--- config.mk ---
export PLATFORM = sky130hd
export DESIGN_NAME = python_subset_token_classifier_unit
export DESIGN_NICKNAME = d
export VERILOG_FILES = /design/src/rtl/pstc_pkg.sv /design/src/rtl/pstc_scanner.sv /design/src/rtl/pstc_token_queue.sv /design/src/rtl/python_subset_token_classifier_unit.sv
export SDC_FILE = /design/constraint.sdc
export NUM_CORES = 1
export LEC_CHECK = 0
export ABC_CLOCK_PERIOD_IN_PS = 5600
export BUFFER_PORTS_ARGS = -buffer_cell sky130_fd_sc_hd__buf_2
export CAP_MARGIN = 25
export CELL_PAD_IN_SITES_DETAIL_PLACEMENT = 0
export CELL_PAD_IN_SITES_GLOBAL_PLACEMENT = 1
export CORE_UTILIZATION = 32
export DETAILED_ROUTE_END_ITERATION = 12
export MAX_ROUTING_LAYER = met4
export PLACE_DENSITY_LB_ADDON = 0.1
export REMOVE_ABC_BUFFERS = 1
export SYNTH_ARGS = -nofsm -noshare
export SYNTH_HDL_FRONTEND = slang
export SYNTH_SLANG_ARGS = --single-unit
--- constraint.sdc ---
create_clock -name clk_i -period 5.6 [get_ports clk_i]
set_clock_uncertainty 0.2 [all_clocks]
set_input_delay 0.84 -clock clk_i [delete_from_list [all_inputs] [get_ports clk_i]]
set_output_delay 0.84 -clock clk_i [all_outputs]
set_load 0.05 [all_outputs]
--- src/rtl/pstc_pkg.sv ---
// Shared types, token codes and word lookup for the token classifier.
package pstc_pkg;

  // Token kind codes
  localparam logic [3:0] KIND_KEYWORD = 4'd0;
  localparam logic [3:0] KIND_IDENT   = 4'd1;
  localparam logic [3:0] KIND_STRING  = 4'd2;
  localparam logic [3:0] KIND_NUMBER  = 4'd3;
  localparam logic [3:0] KIND_ASSIGN  = 4'd4;
  localparam logic [3:0] KIND_ARITH   = 4'd5;
  localparam logic [3:0] KIND_LOGICAL = 4'd6;
  localparam logic [3:0] KIND_LPAREN  = 4'd7;
  localparam logic [3:0] KIND_RPAREN  = 4'd8;
  localparam logic [3:0] KIND_COLON   = 4'd9;
  localparam logic [3:0] KIND_COMMA   = 4'd10;
  localparam logic [3:0] KIND_COMMENT = 4'd11;
  localparam logic [3:0] KIND_INDENT  = 4'd12;
  localparam logic [3:0] KIND_REL     = 4'd13;
  localparam logic [3:0] KIND_UNKNOWN = 4'd14;

  // Detail codes
  localparam logic [2:0] DET_NONE   = 3'd0;
  localparam logic [2:0] DET_ADD    = 3'd0;
  localparam logic [2:0] DET_SUB    = 3'd1;
  localparam logic [2:0] DET_DIV    = 3'd2;
  localparam logic [2:0] DET_MUL    = 3'd3;
  localparam logic [2:0] DET_MOD    = 3'd4;
  localparam logic [2:0] DET_REL_EQ = 3'd0;
  localparam logic [2:0] DET_REL_LT = 3'd1;
  localparam logic [2:0] DET_REL_LE = 3'd2;
  localparam logic [2:0] DET_REL_GT = 3'd3;
  localparam logic [2:0] DET_REL_GE = 3'd4;
  localparam logic [2:0] DET_REL_NT = 3'd5;
  localparam logic [2:0] DET_REL_NE = 3'd6;

  // Pending operator codes
  localparam logic [1:0] OP_EQ   = 2'd0;
  localparam logic [1:0] OP_LT   = 2'd1;
  localparam logic [1:0] OP_GT   = 2'd2;
  localparam logic [1:0] OP_BANG = 2'd3;

  // Default size of the line length cap
  localparam int MaxLineDefault = 256;

  // Letters of a word kept for lookup, first letter in the low byte
  localparam int PrefixChars = 5;
  localparam int PrefixWidth = 8 * PrefixChars;

  typedef struct packed {
    logic [7:0] ch;
    logic       last_in_line;
  } in_item_t;

  typedef struct packed {
    logic [3:0]  kind;
    logic [2:0]  detail;
    logic [15:0] line_index;
    logic [7:0]  start_column;
    logic [8:0]  token_length;
    logic        last_of_run;
  } out_item_t;

  // Tokens produced by one character, handed to the queue
  typedef struct packed {
    logic [1:0] n;
    out_item_t  t0;
    out_item_t  t1;
  } push_t;

  typedef struct packed {
    logic [3:0] kind;
    logic [2:0] detail;
  } word_class_t;

  // Reserved word table: length, packed letters, kind and detail
  typedef struct packed {
    logic [2:0]             len;
    logic [PrefixWidth-1:0] letters;
    logic [3:0]             kind;
    logic [2:0]             detail;
  } word_entry_t;

  localparam int NumWords = 10;

  localparam word_entry_t WordTable [NumWords] = '{
    '{3'd3, 40'h00_00_64_6E_61, KIND_LOGICAL, 3'd0},  // and
    '{3'd2, 40'h00_00_00_72_6F, KIND_LOGICAL, 3'd1},  // or
    '{3'd3, 40'h00_00_74_6F_6E, KIND_LOGICAL, 3'd2},  // not
    '{3'd5, 40'h74_6E_69_72_70, KIND_KEYWORD, 3'd0},  // print
    '{3'd4, 40'h00_66_69_6C_65, KIND_KEYWORD, 3'd1},  // elif
    '{3'd2, 40'h00_00_00_66_69, KIND_KEYWORD, 3'd2},  // if
    '{3'd4, 40'h00_65_73_6C_65, KIND_KEYWORD, 3'd3},  // else
    '{3'd5, 40'h65_6C_69_68_77, KIND_KEYWORD, 3'd4},  // while
    '{3'd3, 40'h00_00_74_6E_69, KIND_KEYWORD, 3'd5},  // int
    '{3'd5, 40'h74_75_70_6E_69, KIND_KEYWORD, 3'd6}   // input
  };

  // Classify a finished letter run
  function automatic word_class_t word_class(logic [8:0] cnt, logic [PrefixWidth-1:0] prefix);
    word_class_t res;
    logic        hit;
    res = '{KIND_IDENT, DET_NONE};
    hit = 1'b0;
    for (int i = 0; i < NumWords; i++) begin
      if (!hit && cnt == {6'd0, WordTable[i].len} && prefix == WordTable[i].letters) begin
        hit = 1'b1;
        res = '{WordTable[i].kind, WordTable[i].detail};
      end
    end
    return res;
  endfunction

  function automatic out_item_t make_tok(logic [3:0] kind, logic [2:0] detail,
                                         logic [15:0] line, logic [7:0] start,
                                         logic [8:0] len);
    out_item_t t;
    t.kind         = kind;
    t.detail       = detail;
    t.line_index   = line;
    t.start_column = start;
    t.token_length = len;
    t.last_of_run  = 1'b0;
    return t;
  endfunction

endpackage

--- src/rtl/pstc_scanner.sv ---
// Scanner state and token generation for one character per cycle while go_i is high.
module pstc_scanner import pstc_pkg::*; #(
  parameter int MAX_LINE = MaxLineDefault
) (
  input  logic     clk_i,
  input  logic     rst_ni,
  input  logic     go_i,
  input  in_item_t item_i,
  output push_t    push_o
);

  localparam int         LenCapInt = (MAX_LINE > 256) ? 256 : MAX_LINE;
  localparam logic [8:0] LenCap    = 9'(LenCapInt);
  localparam logic [7:0] ColCap    = 8'(LenCapInt - 1);

  typedef enum logic [5:0] {
    MODE_IDLE = 6'b000001,
    MODE_NUM  = 6'b000010,
    MODE_WORD = 6'b000100,
    MODE_STR  = 6'b001000,
    MODE_CMT  = 6'b010000,
    MODE_OP   = 6'b100000
  } mode_e;

  mode_e                  mode_q, mode_d;
  logic [7:0]             start_q, start_d;
  logic [8:0]             cnt_q, cnt_d;
  logic [PrefixWidth-1:0] prefix_q, prefix_d;
  logic                   quote_q, quote_d;
  logic [1:0]             pend_q, pend_d;
  logic [7:0]             col_q, col_d;
  logic [15:0]            line_q, line_d;
  logic                   lht_q, lht_d;

  logic [7:0]  c;
  logic        eol;
  logic        is_digit, is_alpha;
  logic [8:0]  cnt_inc;
  logic        used;
  logic        va, vb, vc;
  out_item_t   ta, tb, tc, t0, t1;
  word_class_t wa, wc;
  logic [2:0]  single_det, pair_det;
  logic [3:0]  single_kind;
  logic [1:0]  n_tok;

  assign c        = item_i.ch;
  assign eol      = item_i.last_in_line;
  assign is_digit = c inside {[8'h30:8'h39]};
  assign is_alpha = c inside {[8'h41:8'h5A], [8'h61:8'h7A]};
  assign cnt_inc  = (cnt_q < LenCap) ? cnt_q + 9'd1 : cnt_q;
  assign wa       = word_class(cnt_q, prefix_q);

  // Decode the pending operator alone and with a following '='
  always_comb begin
    single_kind = KIND_REL;
    case (pend_q)
      OP_EQ:   begin single_det = DET_REL_EQ; pair_det = DET_REL_EQ; single_kind = KIND_ASSIGN; end
      OP_LT:   begin single_det = DET_REL_LT; pair_det = DET_REL_LE; end
      OP_GT:   begin single_det = DET_REL_GT; pair_det = DET_REL_GE; end
      OP_BANG: begin single_det = DET_REL_NT; pair_det = DET_REL_NE; end
      default: begin single_det = DET_REL_NT; pair_det = DET_REL_NE; end
    endcase
  end

  // Close or extend the open run, then start on the character, then close at line end
  always_comb begin
    mode_d   = mode_q;
    start_d  = start_q;
    cnt_d    = cnt_q;
    prefix_d = prefix_q;
    quote_d  = quote_q;
    pend_d   = pend_q;
    col_d    = col_q;
    line_d   = line_q;
    lht_d    = lht_q;
    used     = 1'b0;
    va       = 1'b0;
    vb       = 1'b0;
    vc       = 1'b0;
    ta       = '0;
    tb       = '0;
    tc       = '0;
    wc       = '0;

    case (mode_q)
      MODE_STR: begin
        cnt_d = cnt_inc;
        used  = 1'b1;
        if (c == (quote_q ? 8'h27 : 8'h22)) begin
          va     = 1'b1;
          ta     = make_tok(KIND_STRING, DET_NONE, line_q, start_q, cnt_inc);
          mode_d = MODE_IDLE;
        end
      end
      MODE_CMT: begin
        cnt_d = cnt_inc;
        used  = 1'b1;
      end
      MODE_NUM: begin
        if (is_digit) begin
          cnt_d = cnt_inc;
          used  = 1'b1;
        end else begin
          va     = 1'b1;
          ta     = make_tok(KIND_NUMBER, DET_NONE, line_q, start_q, cnt_q);
          mode_d = MODE_IDLE;
        end
      end
      MODE_WORD: begin
        if (is_alpha) begin
          for (int i = 0; i < PrefixChars; i++) begin
            if (cnt_q == 9'(i)) prefix_d[8*i +: 8] = c;
          end
          cnt_d = cnt_inc;
          used  = 1'b1;
        end else begin
          va     = 1'b1;
          ta     = make_tok(wa.kind, wa.detail, line_q, start_q, cnt_q);
          mode_d = MODE_IDLE;
        end
      end
      MODE_OP: begin
        va = 1'b1;
        if (c == "=") begin
          ta   = make_tok(KIND_REL, pair_det, line_q, start_q, 9'd2);
          used = 1'b1;
        end else begin
          ta = make_tok(single_kind, single_det, line_q, start_q, 9'd1);
        end
        mode_d = MODE_IDLE;
      end
      default: mode_d = MODE_IDLE;
    endcase

    // Start a run or emit a one-character token
    if (!used) begin
      if (c == "#") begin
        mode_d = MODE_CMT; start_d = col_q; cnt_d = 9'd1;
      end else if (is_digit) begin
        mode_d = MODE_NUM; start_d = col_q; cnt_d = 9'd1;
      end else if (is_alpha) begin
        mode_d = MODE_WORD; start_d = col_q; cnt_d = 9'd1;
        prefix_d = {{(PrefixWidth-8){1'b0}}, c};
      end else if (c == 8'h22 || c == 8'h27) begin
        mode_d = MODE_STR; start_d = col_q; cnt_d = 9'd1;
        quote_d = (c == 8'h27);
      end else if (c == "(") begin
        vb = 1'b1; tb = make_tok(KIND_LPAREN, DET_NONE, line_q, col_q, 9'd1);
      end else if (c == ")") begin
        vb = 1'b1; tb = make_tok(KIND_RPAREN, DET_NONE, line_q, col_q, 9'd1);
      end else if (c == ",") begin
        vb = 1'b1; tb = make_tok(KIND_COMMA, DET_NONE, line_q, col_q, 9'd1);
      end else if (c == ":") begin
        vb = 1'b1; tb = make_tok(KIND_COLON, DET_NONE, line_q, col_q, 9'd1);
      end else if ((c == " " || c == 8'h09) && !(lht_q || va)) begin
        vb = 1'b1; tb = make_tok(KIND_INDENT, DET_NONE, line_q, col_q, 9'd1);
      end else if (c == "=" || c == "<" || c == ">" || c == "!") begin
        mode_d  = MODE_OP;
        start_d = col_q;
        pend_d  = (c == "=") ? OP_EQ : (c == "<") ? OP_LT : (c == ">") ? OP_GT : OP_BANG;
      end else if (c == "+") begin
        vb = 1'b1; tb = make_tok(KIND_ARITH, DET_ADD, line_q, col_q, 9'd1);
      end else if (c == "-") begin
        vb = 1'b1; tb = make_tok(KIND_ARITH, DET_SUB, line_q, col_q, 9'd1);
      end else if (c == "/") begin
        vb = 1'b1; tb = make_tok(KIND_ARITH, DET_DIV, line_q, col_q, 9'd1);
      end else if (c == "*") begin
        vb = 1'b1; tb = make_tok(KIND_ARITH, DET_MUL, line_q, col_q, 9'd1);
      end else if (c == "%") begin
        vb = 1'b1; tb = make_tok(KIND_ARITH, DET_MOD, line_q, col_q, 9'd1);
      end else if (c != " ") begin
        vb = 1'b1; tb = make_tok(KIND_UNKNOWN, DET_NONE, line_q, col_q, 9'd1);
      end
    end

    // Flush the open run at line end and advance the position
    wc = word_class(cnt_d, prefix_d);
    if (eol) begin
      case (mode_d)
        MODE_NUM: begin
          vc = 1'b1; tc = make_tok(KIND_NUMBER, DET_NONE, line_q, start_d, cnt_d);
        end
        MODE_WORD: begin
          vc = 1'b1; tc = make_tok(wc.kind, wc.detail, line_q, start_d, cnt_d);
        end
        MODE_STR: begin
          vc = 1'b1; tc = make_tok(KIND_STRING, DET_NONE, line_q, start_d, cnt_d);
        end
        MODE_CMT: begin
          vc = 1'b1; tc = make_tok(KIND_COMMENT, DET_NONE, line_q, start_d, cnt_d);
        end
        MODE_OP: begin
          vc = 1'b1;
          if (pend_d == OP_EQ) begin
            tc = make_tok(KIND_ASSIGN, DET_NONE, line_q, start_d, 9'd1);
          end else if (pend_d == OP_LT) begin
            tc = make_tok(KIND_REL, DET_REL_LT, line_q, start_d, 9'd1);
          end else if (pend_d == OP_GT) begin
            tc = make_tok(KIND_REL, DET_REL_GT, line_q, start_d, 9'd1);
          end else begin
            tc = make_tok(KIND_REL, DET_REL_NT, line_q, start_d, 9'd1);
          end
        end
        default: vc = 1'b0;
      endcase
      mode_d = MODE_IDLE;
      col_d  = '0;
      lht_d  = 1'b0;
      line_d = line_q + 16'd1;
    end else begin
      if (col_q < ColCap) col_d = col_q + 8'd1;
      lht_d = lht_q | va | vb;
    end
  end

  // Pack the tokens into two slots, marking the final one
  always_comb begin
    n_tok = 2'({1'b0, va} + {1'b0, vb} + {1'b0, vc});
    t0    = va ? ta : (vb ? tb : tc);
    t1    = (va && vb) ? tb : tc;
    if (n_tok == 2'd1) t0.last_of_run = 1'b1;
    if (n_tok == 2'd2) t1.last_of_run = 1'b1;
    push_o.n  = go_i ? n_tok : 2'd0;
    push_o.t0 = t0;
    push_o.t1 = t1;
  end

  // Hold scanner state, advance on each consumed character
  always_ff @(posedge clk_i or negedge rst_ni) begin
    if (!rst_ni) begin
      mode_q   <= MODE_IDLE;
      start_q  <= '0;
      cnt_q    <= '0;
      prefix_q <= '0;
      quote_q  <= 1'b0;
      pend_q   <= OP_EQ;
      col_q    <= '0;
      line_q   <= '0;
      lht_q    <= 1'b0;
    end else if (go_i) begin
      mode_q   <= mode_d;
      start_q  <= start_d;
      cnt_q    <= cnt_d;
      prefix_q <= prefix_d;
      quote_q  <= quote_d;
      pend_q   <= pend_d;
      col_q    <= col_d;
      line_q   <= line_d;
      lht_q    <= lht_d;
    end
  end

endmodule

--- src/rtl/pstc_token_queue.sv ---
// Four-entry token queue taking up to two tokens and giving one per cycle while out_stall_i is low.
module pstc_token_queue import pstc_pkg::*; (
  input  logic      clk_i,
  input  logic      rst_ni,
  input  push_t     push_i,
  output logic      room2_o,
  output logic      out_valid_o,
  input  logic      out_stall_i,
  output out_item_t out_item_o
);

  localparam int Depth = 4;
  localparam int PtrW  = $clog2(Depth);

  out_item_t         mem_q [Depth];
  logic [PtrW-1:0]   wr_q, rd_q, wr_next;
  logic [PtrW:0]     count_q;
  logic              pop;

  assign pop         = out_valid_o && !out_stall_i;
  assign out_valid_o = (count_q != '0);
  assign out_item_o  = mem_q[rd_q];
  assign room2_o     = (count_q <= (PtrW+1)'(Depth - 2));
  assign wr_next     = wr_q + PtrW'(1);

  // Write one or two tokens
  always_ff @(posedge clk_i) begin
    if (push_i.n != 2'd0) mem_q[wr_q] <= push_i.t0;
    if (push_i.n == 2'd2) mem_q[wr_next] <= push_i.t1;
  end

  // Advance pointers and occupancy
  always_ff @(posedge clk_i or negedge rst_ni) begin
    if (!rst_ni) begin
      wr_q    <= '0;
      rd_q    <= '0;
      count_q <= '0;
    end else begin
      wr_q    <= wr_q + PtrW'(push_i.n);
      if (pop) rd_q <= rd_q + PtrW'(1);
      count_q <= count_q + (PtrW+1)'(push_i.n) - (PtrW+1)'(pop);
    end
  end

endmodule

--- src/rtl/python_subset_token_classifier_unit.sv ---
// Top level of the streaming token classifier for a small scripting language subset.
//
//  channel | direction | handshake                 | payload
//  --------+-----------+---------------------------+------------------------------
//  in      | input     | in_valid_i / in_stall_o   | in_item_i  (ch, last_in_line)
//  out     | output    | out_valid_o / out_stall_i | out_item_o (one token record)
//
//  One character is taken per cycle unless in_stall_o is high. It waits in an input
//  register until the scanner takes it and writes its zero, one or two tokens into
//  a four-entry queue that feeds the output. The input register holds while fewer
//  than two queue entries are free. The output moves one token a cycle unless
//  out_stall_i is high, so two-token characters eat queue slack and, back to back,
//  stall the input. Reset is asynchronous, active low; it clears scanner, queue, input.
module python_subset_token_classifier_unit import pstc_pkg::*; #(
  parameter int MAX_LINE = MaxLineDefault
) (
  input  logic      clk_i,
  input  logic      rst_ni,
  input  logic      in_valid_i,
  output logic      in_stall_o,
  input  in_item_t  in_item_i,
  output logic      out_valid_o,
  input  logic      out_stall_i,
  output out_item_t out_item_o
);

  logic     in_valid_q;
  in_item_t in_item_q;
  logic     room2;
  logic     consume;
  logic     accept;
  push_t    push;

  assign consume    = in_valid_q && room2;
  assign in_stall_o = in_valid_q && !room2;
  assign accept     = in_valid_i && !in_stall_o;

  // Input register: load on accept, drop once consumed
  always_ff @(posedge clk_i or negedge rst_ni) begin
    if (!rst_ni) begin
      in_valid_q <= 1'b0;
    end else if (accept) begin
      in_valid_q <= 1'b1;
    end else if (consume) begin
      in_valid_q <= 1'b0;
    end
  end

  always_ff @(posedge clk_i) begin
    if (accept) in_item_q <= in_item_i;
  end

  pstc_scanner #(
    .MAX_LINE (MAX_LINE)
  ) u_scanner (
    .clk_i  (clk_i),
    .rst_ni (rst_ni),
    .go_i   (consume),
    .item_i (in_item_q),
    .push_o (push)
  );

  pstc_token_queue u_queue (
    .clk_i       (clk_i),
    .rst_ni      (rst_ni),
    .push_i      (push),
    .room2_o     (room2),
    .out_valid_o (out_valid_o),
    .out_stall_i (out_stall_i),
    .out_item_o  (out_item_o)
  );

  // A held character stays put until the scanner takes it
  assert property (@(posedge clk_i) disable iff (!rst_ni)
    (in_valid_q && !consume) |=> (in_valid_q && $stable(in_item_q)))
    else $error("held input character changed before consume");

  // Tokens are only produced by a consumed character
  assert property (@(posedge clk_i) disable iff (!rst_ni)
    (push.n != 2'd0) |-> consume)
    else $error("tokens pushed without a consumed character");

  // Only the final token of a character carries the end-of-run mark
  assert property (@(posedge clk_i) disable iff (!rst_ni)
    (push.n == 2'd2) |-> (!push.t0.last_of_run && push.t1.last_of_run))
    else $error("end-of-run mark on wrong token of a pair");

  // A delivered token always covers at least one character
  assert property (@(posedge clk_i) disable iff (!rst_ni)
    out_valid_o |-> (out_item_o.token_length != 9'd0))
    else $error("zero-length token delivered");

endmodule
==> results.md, run 1 <==
Timing:
- Measured against its own limit, the worst slew margin works out to 25.9%.
- The part of the cycle the worst path needs is 91.6%.
- The count of final max-slew check failures is 0.
- The clock period could shrink to 5.13 ns.
- The number of endpoints with negative hold slack in the final report is 0.
- Setup repair after global routing left no endpoint under its margin.
- Static timing analysis puts the maximum clock frequency at 195 MHz.
- The number of setup violations in the final report is 0.
- The pin slew with the least headroom to its limit is 1.10 ns.

Pwr:
- The peak supply drop is 0.000197 V.
- The total power is 8.82 mW.
- The cell area power density is 471 mW/mm^2.
- Summed over all cells, the static leakage comes to 6.84 nW.

GRT:
- Across every metal layer, demand over resource in global routing totals 24.1%.
- After global routing the overflow that remains totals 0.
- The global routing usage on met1 is 31.7%.
- The number of global-route vias before repair is 13,300.
- In the global route stage, met3 resource usage came out at 3.07%.
- The initial antenna violation count was 1.
- The first global-routing pass estimated 89.1 mm of wire.
- The met2 routing resource usage after global routing is 37.9%.
- The global routing stage identified its most utilized layer as met2.
- The pin count of the biggest net entering global routing is 59.

Setup path:
- Traced cell by cell, the critical path runs through buf_4 -> and3b_1 -> o211ai_1 -> o211a_1 -> buf_4 -> nand2_1 -> a21oi_1 -> o31a_1 -> fa_1 -> nor3b_1 -> and3_1 -> buf_4 -> mux2_2.
- Setup slack on the worst reg-to-reg path comes out at 0.47 ns.
- The data required time of the worst path is 5.71 ns.
- The maximum fanout count along the critical path is 23.
- The delay of the slowest critical-path stage is 0.60 ns.
- The worst setup path is launched from a register.
- The worst register-to-register path ends at u_queue.mem_q[2][39].
- The length in cells of the worst reg-to-reg path is 13.
- Counting both buffers and inverters, the worst setup path holds a total of 3.
- The worst reg2reg path startpoint is in_item_q[1].
- The family of cells with the greatest summed delay on the critical path is compound AO/OA/AOI/OAI gates.
- The critical path is of the register to register type.
- The arrival time reported for the critical path endpoint is 5.24 ns.
- The type of destination of the critical path is a register.
- The cell type with the highest occurrence count on the critical path is sky130_fd_sc_hd__buf_4.
- The slowest library cell on the worst path is sky130_fd_sc_hd__edfxtp_1.

Detailed routing:
- The final layout contains routed wiring with a total length of 59.1 mm.
- The post-route DRC violation count is 0.
- The first TritonRoute pass finished after 5 iterations.
- The routed wire length per instance is 24.7 um.
- For this block, the initial DRC count from the detailed router was 959.
- The final antenna-violating net count is 0.
- After detailed routing, the number of vias per cell comes to 5.59.
- The via count of the routed design is 13,400.

Floorplanning:
- For this configuration, the core starts out at a cell density of 32.4%.
- The overall die width is 227 um.
- The core area is 0.0501 mm^2.
- During I/O placement, the number of pins put on the boundary was 56.
- The floorplan has 82 rows.
- The die area is 0.0516 mm^2.
- In this run the vertical extent of the chip is 227 um.

Run status:
- The run finished with clean final reports.

Flow run:
- The tool flagged a number of max-cap violations equal to 0.

Clock network:
- Clock latency on the worst-skew pair, taken at its later pin, is 0.55 ns.
- TritonCTS built the clock tree.
- After clock tree synthesis, the clock-pin slew on the worst setup and hold paths is 0.06 ns.
- The count of hold buffers inserted by post-cts repair is 0.
- The number of sinks driven by the clock tree is 272.
- Post-CTS timing repair inserted 0 buffers for setup.
- The number of clock buffers inserted by TritonCTS is 35.
- No sink is reached through more buffers than the 3 on the longest clock path.
- Clock tree synthesis selected as its root buffer the cell sky130_fd_sc_hd__clkbuf_16.
- The number of gates resized after CTS was 0.
- The H-tree generated during clock tree synthesis spans 2 levels.

Finish:
- Measured on the finished design, the core utilization comes to 37.4%.
- 0 antenna diodes ended up in the layout.
- From synthesis to final layout, the design area changed by 15.4%.
- The most common library cell in the layout ignoring fill and taps is sky130_fd_sc_hd__nand2_1.
- The post-route netlist has 16.7% of its cells at a drive strength greater than 1.
- The top cell types in the final layout, fill and taps aside, are sky130_fd_sc_hd__nand2_1, sky130_fd_sc_hd__edfxtp_1, sky130_fd_sc_hd__nor2_1.
- After the flow finishes, the layout carries non-filler instances totaling 2,393.
- After the last flow step, the layout net total stands at 1,719.

Synthesis:
- The synthesized instance count is 1,636.
- The number of warnings reported in the yosys synthesis log is 0.
- The average instance in the mapped netlist occupies 9.92 um^2.
- Synthesis inferred 272 register bits.
- After synthesis, flip-flops and latches occupy 47.3% of the total area.
- The count of flip-flops with a built-in enable after synthesis is 173.
- The most instantiated flip-flop cell in the synthesis netlist is sky130_fd_sc_hd__edfxtp_1.
- The proportion of register bits with asynchronous set or reset after synthesis is 36.4%.
- After synthesis the cells add up to 0.0162 mm^2.
- The count of different cell masters after synthesis is 92.

Min path:
- The min-delay analysis places its worst path in the category primary input to asynchronous set/reset pin.

Place:
- Counting tap cells, the placed design contains a total of 2,326 instances.
- Once detailed placement completed, the half-perimeter wirelength came to 43.9 mm.
- During placement, the flow inserted port buffers numbering 55.
- The weighted congestion reported at the end of routability-driven placement is 0.974.
## layout make-up
type / count / area [um^2]
clock buffer: 46 / 967
clock inverter: 18 / 211
fill: 5105 / 31300
inverter: 29 / 109
multi-input combinational: 1225 / 8040
sequential: 272 / 7680
tap: 672 / 841
timing repair buffer: 131 / 878
## routing by layer
| layer | share of wire (%) | wire length [um] |
|---|---|---|
| met5 | 0 | 0 |
| met4 | 3.6 | 2140 |
| met3 | 4.5 | 2670 |
| met2 | 46 | 27200 |
| met1 | 46 | 27000 |
## flip-flops by register name, indices dropped and copies added (netlist names)
signal	count
in_item_q	9
in_valid_q	1
u_queue.count_q	3
u_queue.mem_q	164
u_queue.rd_q	2
u_queue.wr_q	2
u_scanner.cnt_q	9
u_scanner.col_q	8
u_scanner.lht_q	1
u_scanner.line_q	16
u_scanner.mode_q	6
u_scanner.pend_q	2
u_scanner.prefix_q	40
u_scanner.quote_q	1
u_scanner.start_q	8
## per-stage QoR
stage          setup slack (ns)  area, um^2  setup TNS [ns]  hold slack, ns
3_3_place_gp              0.530       17500               0           0.243
4_1_cts                   0.535       18700               0           0.237
5_1_grt                   0.109       18700               0           0.266
2_1_floorplan             -2.03       15800         -185.13           0.231
3_5_place_dp              0.543       17500               0           0.246
6_report                  0.473       18700               0           0.201
## how the worst max path moves through the flow
stage,depth (start not counted),slack [ns],start,to
final,13,0.47,in_item_q[1],u_queue.mem_q[2][39]
after global routing,15,0.11,in_item_q[1],u_queue.mem_q[2][33]
after CTS,13,0.54,in_item_q[1],u_queue.mem_q[2][17]
after global placement,11,0.53,in_item_q[5],u_queue.mem_q[0][37]
after floorplan,12,-2.03,in_item_q[5],u_queue.mem_q[1][18]
after detailed placement,13,0.54,in_item_q[1],u_queue.mem_q[2][39]
## power breakdown
group          internal, mW  leakage, nW  total [mW]  switching (mW)
clock network          1.37        0.566        2.29           0.917
logic                  1.10         3.32        3.56            2.46
registers              2.60         2.95        2.97           0.371
## synth_stat cells, types with 17 or more instances
cell type | n | share of area [%]
sky130_fd_sc_hd__nand3_1 | 54 | 1.7
sky130_fd_sc_hd__clkbuf_1 | 82 | 1.9
sky130_fd_sc_hd__xnor2_1 | 19 | 1.0
sky130_fd_sc_hd__inv_1 | 29 | 0.67
sky130_fd_sc_hd__mux2_2 | 19 | 1.3
sky130_fd_sc_hd__nor4_1 | 26 | 1.0
sky130_fd_sc_hd__nor3_1 | 57 | 1.8
sky130_fd_sc_hd__and3_1 | 18 | 0.69
sky130_fd_sc_hd__o21ai_0 | 125 | 3.9
sky130_fd_sc_hd__nand2b_1 | 17 | 0.66
sky130_fd_sc_hd__dfrtp_1 | 98 | 15
sky130_fd_sc_hd__nor2b_1 | 88 | 3.4
sky130_fd_sc_hd__a21oi_1 | 105 | 3.2
sky130_fd_sc_hd__nand4_1 | 33 | 1.3
sky130_fd_sc_hd__edfxtp_1 | 173 | 32
sky130_fd_sc_hd__mux4_2 | 41 | 5.7
sky130_fd_sc_hd__nor2_1 | 138 | 3.2
sky130_fd_sc_hd__nand2_1 | 175 | 4.0
## kinds of logic (layout without fill, tap and decap cells)
family                   Yosys count  in the layout  synth area share, %
XOR/XNOR                          35             35                 1.89
multiplexers                      68             68                 7.51
AO/OA/AOI/OAI                    400            400                 15.8
adder cells (fa/ha/maj)           16             16                 1.26
buffers and inverters            139            224                 3.43
flip-flops                       272            272                 47.3
AND/OR/NAND/NOR                  706            706                 22.8
(Power assumes the default switching activity.)
==> inputs of run 2 (changes only) <==
--- a/config.mk
+++ b/config.mk
@@ -14,7 +14,6 @@
 export DETAILED_ROUTE_END_ITERATION = 12
 export MAX_ROUTING_LAYER = met4
 export PLACE_DENSITY_LB_ADDON = 0.1
-export REMOVE_ABC_BUFFERS = 1
 export SYNTH_ARGS = -nofsm -noshare
 export SYNTH_HDL_FRONTEND = slang
 export SYNTH_SLANG_ARGS = --single-unit
==> results.md, run 2 (synthesis gave the netlist of run 1 again) <==
Clock network:
- The maximum level of the CTS H-tree is 2.
- TritonCTS built the clock tree.
- The cell at the root of the clock tree is sky130_fd_sc_hd__clkbuf_16.
- The number of sinks driven by the clock tree is 272.
- The clock passes through at most 3 buffers.
- The number of clock buffers inserted by TritonCTS is 34.
- The post-CTS setup buffer count is 0.
- Clock-pin slew was measured on the worst setup and hold paths at 0.06 ns.
- The count of hold buffers inserted by post-cts repair is 0.
- The insertion delay of the later-clocked pin in the worst-skew pair is 0.57 ns.
- The total of cells resized after clock tree synthesis is 0.

Setup path:
- For this design, the slowest cell found on the critical path is sky130_fd_sc_hd__fa_1.
- The arrival time reported for the critical path endpoint is 5.35 ns.
- The delay of the slowest critical-path stage is 0.66 ns.
- The type of destination of the critical path is a register.
- The data required time of the worst path is 5.68 ns.
- The kind of start point of the critical path is a register.
- The critical path goes through o21ai_0 -> nand2_1 -> o211a_1 -> buf_4 -> nand2_1 -> a21oi_1 -> buf_4 -> o31a_1 -> fa_1 -> nor4_2 -> o21ai_0 -> a21oi_1 -> buf_4 -> nor2b_1.
- The cell that appears most often on the critical path is sky130_fd_sc_hd__buf_4.
- Together, buffers and inverters on the worst path number 3.
- The maximum fanout count along the critical path is 19.
- The worst setup path is of the register to register kind.
- The family of cells with the greatest summed delay on the critical path is compound AO/OA/AOI/OAI gates.

Detailed routing:
- The via count of the routed design is 13,700.
- For this block, the initial DRC count from the detailed router was 1,184.
- The first-pass iteration count of the detailed router is 5.
- The post-route DRC violation count is 0.
- The final antenna-violating net count is 0.
- The wire length reported by the detailed router is 60.2 mm.
- After detailed routing, the number of vias per cell comes to 5.71.
- After detailed routing, the average wire length per cell comes to 25.1 um.

Finish:
- The number of non-filler instances in the completed layout is 2,397.
- The area of the multi-input gates is 0.00804 mm^2.
- The number of antenna diodes in the final layout is 0.
- u_queue.mem_q holds more flip-flops than any other register.
- The largest registers in the layout are u_queue.mem_q: 164 flops, u_scanner.prefix_q: 40 flops, u_scanner.line_q: 16 flops.
- Leaving out fill and tap cells, the most frequent cells in the layout are sky130_fd_sc_hd__nand2_1, sky130_fd_sc_hd__edfxtp_1, sky130_fd_sc_hd__nor2_1.
- The post-route netlist has 16.3% of its cells at a drive strength greater than 1.
- The most common library cell in the layout ignoring fill and taps is sky130_fd_sc_hd__nand2_1.
- Summing all flip-flop and latch instances after layout gives 0.00768 mm^2.
- The number of flip-flops under the largest register name is 164.
- After filler insertion, the fill cell instance count of the layout stands at 5,192.
- Relative to the synthesized area, the layout overhead comes to 15.1%.
- The number of nets at the end of the flow is 1,725.

Pwr:
- IR analysis of the VDD net gives a maximum drop of 0.000213 V.
- The leakage power of the design is 6.82 nW.
- For this design the ratio of total power to cell area is 467 mW/mm^2.

Place:
- Buffers placed on the I/O ports in this run total 55.
- The weighted congestion reported at the end of routability-driven placement is 0.953.
- The HPWL after detailed placement is 43.9 mm.
- In this run, placement finished with an instance count of 2,335.

GRT:
- The first global-routing pass estimated 90.1 mm of wire.
- The residual overflow from global routing is 0.
- The pin count of the biggest net entering global routing is 63.
- The number of global-route vias before repair is 13,500.
- The initial antenna violation count is 0.
- Global routing used 24.5% of the available tracks.

Floorplanning:
- The initial utilization of the core area, before any placement, comes to 32.4%.
- From bottom edge to top edge, the die measures 227 um.
- Row generation in the floorplan step produced 82 rows.
- The core area is 0.0501 mm^2.
- The die covers 0.0516 mm^2.
- The die is 227 um wide.
- The boundary pin count is 56.

Timing:
- The worst pin sits at a relative slew slack of 29.0%.
- The number of endpoints with negative hold slack in the final report was 0.
- Timing would allow up to 190 MHz.
- The final critical path takes up 94.1% of the cycle.
- The count of final max-slew check failures is 0.
- The accumulated negative setup slack is 0 ns.
- Counting I/O delays and the setup requirement, the final critical path takes 5.27 ns.
- At the pin with the least slew margin, the transition time is 1.06 ns.
- The number of setup violations in the final report is 0.
- Setup repair after global routing left no endpoint under its margin.

Flow run:
- The max-capacitance violation count is 0.

Synthesis:
- The post-synthesis net count is 1,661.

Run status:
- The run finished with clean final reports.

Min path:
- The worst min-delay path category is primary input to asynchronous set/reset pin.
==> run 2: cell count changes in the layout (fill, tap and decap cells not counted), sizes merged <==
cell,change
clkinvlp,-3
buf,+7
clkbuf,+5
clkinv,-5
inv,+1
bufinv,-1
==> run 2: final cells by class <==
class,count,area share (%)
tap,672,4.50
clock buffer,51,5.06
inverter,29,0.583
sequential,272,41.1
multi-input combinational,1225,43.1
clock inverter,10,0.610
timing repair buffer,138,5.08
==> run 2: path summary, 6_finish.rpt <==
kind,slack [ns],endpoint,from,cells past startpoint
worst max-delay path,0.33,u_queue.mem_q[1][26],in_item_q[2],14
worst min-delay path,0.22,u_scanner.pend_q[0],rst_ni,1
worst max register to register,0.33,u_queue.mem_q[1][26],in_item_q[2],14
worst min register to register,0.28,u_scanner.prefix_q[6],u_scanner.prefix_q[6],1
max in group asynchronous,3.85,u_scanner.cnt_q[6],rst_ni,2
min in group clk_i,0.27,in_item_q[4],in_item_i[4],1
==> run 2: metrics by stage <==
stage               cell area (um^2)  hold WS (ns)  power, mW  util [%]  setup WS [ns]
finish                         18700         0.225       8.73      37.3          0.329
global route                   18700         0.245       9.17      37.3         0.0736
CTS                            18700         0.238       8.83      37.3          0.415
detailed placement             17600         0.262       6.63      35.2          0.446
global placement               17600         0.244       6.63      35.2          0.523
floorplan                      16200         0.231       5.38         -         0.0498
==> run 2: where the power goes <==
part	switching (mW)	internal, mW	total, mW	leakage (nW)
clock	0.879	1.27	2.15	0.513
combinational	2.50	1.11	3.61	3.35
sequential	0.366	2.60	2.97	2.95
total	3.75	4.98	8.73	6.82
==> run 2: metal layers <==
layer	vias to the layer above	track usage, %	share of wire, %
li1	6270	-	-
met1	6854	33.1	45
met2	464	37.5	46
met3	91	2.88	5.4
met4	0	9.42	3.5
met5	-	-	0
==> run 2: worst register-to-register path, delay by kind of cell (launching register included) <==
family                   cells  cell delay (ns)
adder cells (fa/ha/maj)      1             0.66
buffers and inverters        3             0.68
AND/OR/NAND/NOR              4             1.16
flip-flops                   1             0.65
AO/OA/AOI/OAI                6             1.66
==> inputs of run 3 (changes only) <==
--- a/config.mk
+++ b/config.mk
@@ -6,14 +6,12 @@
 export NUM_CORES = 1
 export LEC_CHECK = 0
 export ABC_CLOCK_PERIOD_IN_PS = 5600
-export BUFFER_PORTS_ARGS = -buffer_cell sky130_fd_sc_hd__buf_2
 export CAP_MARGIN = 25
-export CELL_PAD_IN_SITES_DETAIL_PLACEMENT = 0
-export CELL_PAD_IN_SITES_GLOBAL_PLACEMENT = 1
+export CORE_ASPECT_RATIO = 1.1
 export CORE_UTILIZATION = 32
 export DETAILED_ROUTE_END_ITERATION = 12
+export DONT_BUFFER_PORTS = 1
 export MAX_ROUTING_LAYER = met4
-export PLACE_DENSITY_LB_ADDON = 0.1
 export SYNTH_ARGS = -nofsm -noshare
 export SYNTH_HDL_FRONTEND = slang
 export SYNTH_SLANG_ARGS = --single-unit
==> results.md, run 3 (synthesis gave the netlist of run 1 again) <==
Run status:
- The run finished with clean final reports.

Place:
- The count of placed standard cells including taps is 2,274.
- The wire-length estimate of the detail-placed layout is 40.1 mm.
- Port buffering added 0 buffers.
- At the end of routability-driven placement, the weighted congestion stood at 1.03.

Clock network:
- After clock tree synthesis, the clock-pin slew on the worst setup and hold paths is 0.07 ns.
- The insertion delay of the later-clocked pin in the worst-skew pair is 0.61 ns.
- CTS built an H-tree with a depth of 1.
- The cell at the root of the clock tree is sky130_fd_sc_hd__clkbuf_16.
- In this run, CTS created clock tree buffers numbering 30.
- In this run the deepest clock path goes through 3 buffers.
- The tree built by TritonCTS fans out to 272 sinks.
- TritonCTS built the clock tree.

Detailed routing:
- The detail route stage leaves a number of antenna-violating nets equal to 0.
- The starting DRC count in detailed routing is 1,435.
- The final route contains 13,400 vias.
- The routed design has 55.6 mm of wire.
- In the routed design, unresolved DRC markers number 0.
- The routed wire length per instance is 23.8 um.
- The pre-antenna-repair detailed-routing pass consisted of 5 iterations.
- In the routed layout, each cell is associated on average with a via count of 5.75.

Setup path:
- The kind of critical path is register to register.
- STA classifies the critical path startpoint as a register.
- The internal reg-to-reg setup slack is 0.57 ns.
- For the worst setup path, the data arrival time is 5.16 ns.
- For the worst setup path, the data required time is 5.74 ns.
- The worst setup path is captured at a register.
- Of all nets on the critical path, the largest fanout is 10.

Timing:
- After layout, the worst path uses 89.7% of the clock period.
- Setup violations remaining at the end of the flow were counted as 0.
- The number of endpoints with negative hold slack in the final report is 0.
- The pin slew with the least headroom to its limit is 1.01 ns.
- The normalized max-slew margin is 32.2%.
- The final critical-path required period is 5.03 ns.
- The top achievable clock speed is 199 MHz.
- The count of final max-slew check failures was 0.
- Hold is met by 0.118 ns.
- After routing, the total negative slack on setup checks comes to 0 ns.
- Setup repair after global routing left no endpoint under its margin.

Finish:
- In the final design database the tool counted 1,674 nets.
- The fraction of layout instances using a drive strength above 1 is 14.5%.
- From synthesis to final layout, the design area changed by 14.0%.
- u_queue.mem_q holds more flip-flops than any other register.
- The number of flip-flops under the largest register name is 164.
- In the final layout, the registers with the most flip-flops are u_queue.mem_q: 164 flops, u_scanner.prefix_q: 40 flops, u_scanner.line_q: 16 flops.
- The top cell types in the final layout, fill and taps aside, are sky130_fd_sc_hd__nand2_1, sky130_fd_sc_hd__edfxtp_1, sky130_fd_sc_hd__nor2_1.
- The number of non-filler instances in the completed layout is 2,335.
- The library cell used most frequently in the layout, excluding fill and tap cells, is sky130_fd_sc_hd__nand2_1.

Floorplanning:
- The effective utilization at floorplan is 32.4%.
- The height of the die is 238 um.
- Pin placement for this block handled 56 I/O pins.
- The floorplan step defined a die boundary enclosing 0.0516 mm^2.
- The region available for standard cell placement spans 0.0500 mm^2.
- In this run the horizontal extent of the chip is 217 um.
- The placement row count is 86.

Pwr:
- The peak supply drop is 0.000278 V.
- Summed over all cells, the static leakage comes to 6.66 nW.
- For this design the ratio of total power to cell area is 460 mW/mm^2.
- The total power is 8.51 mW.

GRT:
- The number of global-route vias before repair is 12,900.
- Entering global routing, the biggest net connects 100 pins.
- The global-route wire length before repair is 83.2 mm.
- The initial antenna violation count is 2.
- The total global routing track utilization is 21.9%.
- Summed over all layers, the global routing overflow is 0.

Flow run:
- Max-cap violations in this run came to 0.

Synthesis:
- The post-synthesis net count is 1,661.

Min path:
- The min-delay analysis places its worst path in the category primary input to register.
-- run 3: cell count changes in the layout (fill, tap and decap cells not counted), sizes merged --
cell | previous run | this run
diode | 0 | 2
clkinvlp | 0 | 3
dlygate4sd3 | 0 | 1
clkinv | 6 | 11
inv | 31 | 29
buf | 137 | 89
bufinv | 2 | 5
clkbuf | 52 | 38
-- run 3: metal layers --
layer  track usage [%]  up-vias  part of all wire [%]
li1                  -     6170                     -
met1              27.5     6615                    42
met2              35.6      511                    48
met3              3.67      121                   6.5
met4              7.58        0                   3.9
met5                 -        -                     0
-- run 3: area by class of cell --
class                           instances  area [um^2]
Antenna cell                            2         5.00
Inverter                               29          109
Clock inverter                         19          260
Clock buffer                           37          830
Fill cell                            4967        31500
Timing Repair Buffer                   91          757
Multi-Input combinational cell       1225         8040
Tap cell                              660          826
Sequential cell                       272         7680
-- run 3: what timing repair did --
action | 4_1_cts | 5_1_grt
endpoints found under the hold margin | 99 | 0
resized for setup | 0 | 0
buffers inserted | 0 | 0
hold buffers | 2 | 0
-- run 3: through the flow --
| stage | utilization, % | setup slack, ns | cell area, um^2 |
|---|---|---|---|
| floorplan | - | 0.0498 | 16200 |
| global placement | 34.7 | 0.695 | 17300 |
| detailed placement | 34.7 | 0.709 | 17400 |
| CTS | 36.9 | 0.688 | 18500 |
| global route | 37.0 | 0.361 | 18500 |
| finish | 37.0 | 0.575 | 18500 |
-- run 3: power by group --
group | switching (mW) | internal [mW]
combinational | 2.43 | 0.989
sequential | 0.318 | 2.60
clock | 0.879 | 1.29
-- run 3: worst paths after layout --
| check | start | to | cells after the start |
|---|---|---|---|
| worst max-delay path | in_item_q[5] | u_queue.mem_q[3][39] | 13 |
| worst min-delay path | in_item_i[2] | in_item_q[2] | 0 |
| worst max register to register | in_item_q[5] | u_queue.mem_q[3][39] | 13 |
| worst min register to register | u_scanner.prefix_q[6] | u_scanner.prefix_q[6] | 1 |
| max in group asynchronous | rst_ni | u_queue.rd_q[1] | 2 |
| min in group asynchronous | rst_ni | u_scanner.prefix_q[14] | 2 |
-- run 3: critical path: stages (launching register included) --
cell and delay, ns:
sky130_fd_sc_hd__edfxtp_1 0.56, sky130_fd_sc_hd__or3_4 0.48, sky130_fd_sc_hd__o221ai_2 0.17, sky130_fd_sc_hd__buf_4 0.20
sky130_fd_sc_hd__o21ai_0 0.25, sky130_fd_sc_hd__nor2_1 0.77, sky130_fd_sc_hd__o2bb2ai_1 0.22, sky130_fd_sc_hd__o211ai_1 0.34
sky130_fd_sc_hd__nor4_1 0.10, sky130_fd_sc_hd__a2111oi_0 0.56, sky130_fd_sc_hd__buf_4 0.22, sky130_fd_sc_hd__nor2_1 0.04
sky130_fd_sc_hd__a211o_1 0.34, sky130_fd_sc_hd__mux2_2 0.29
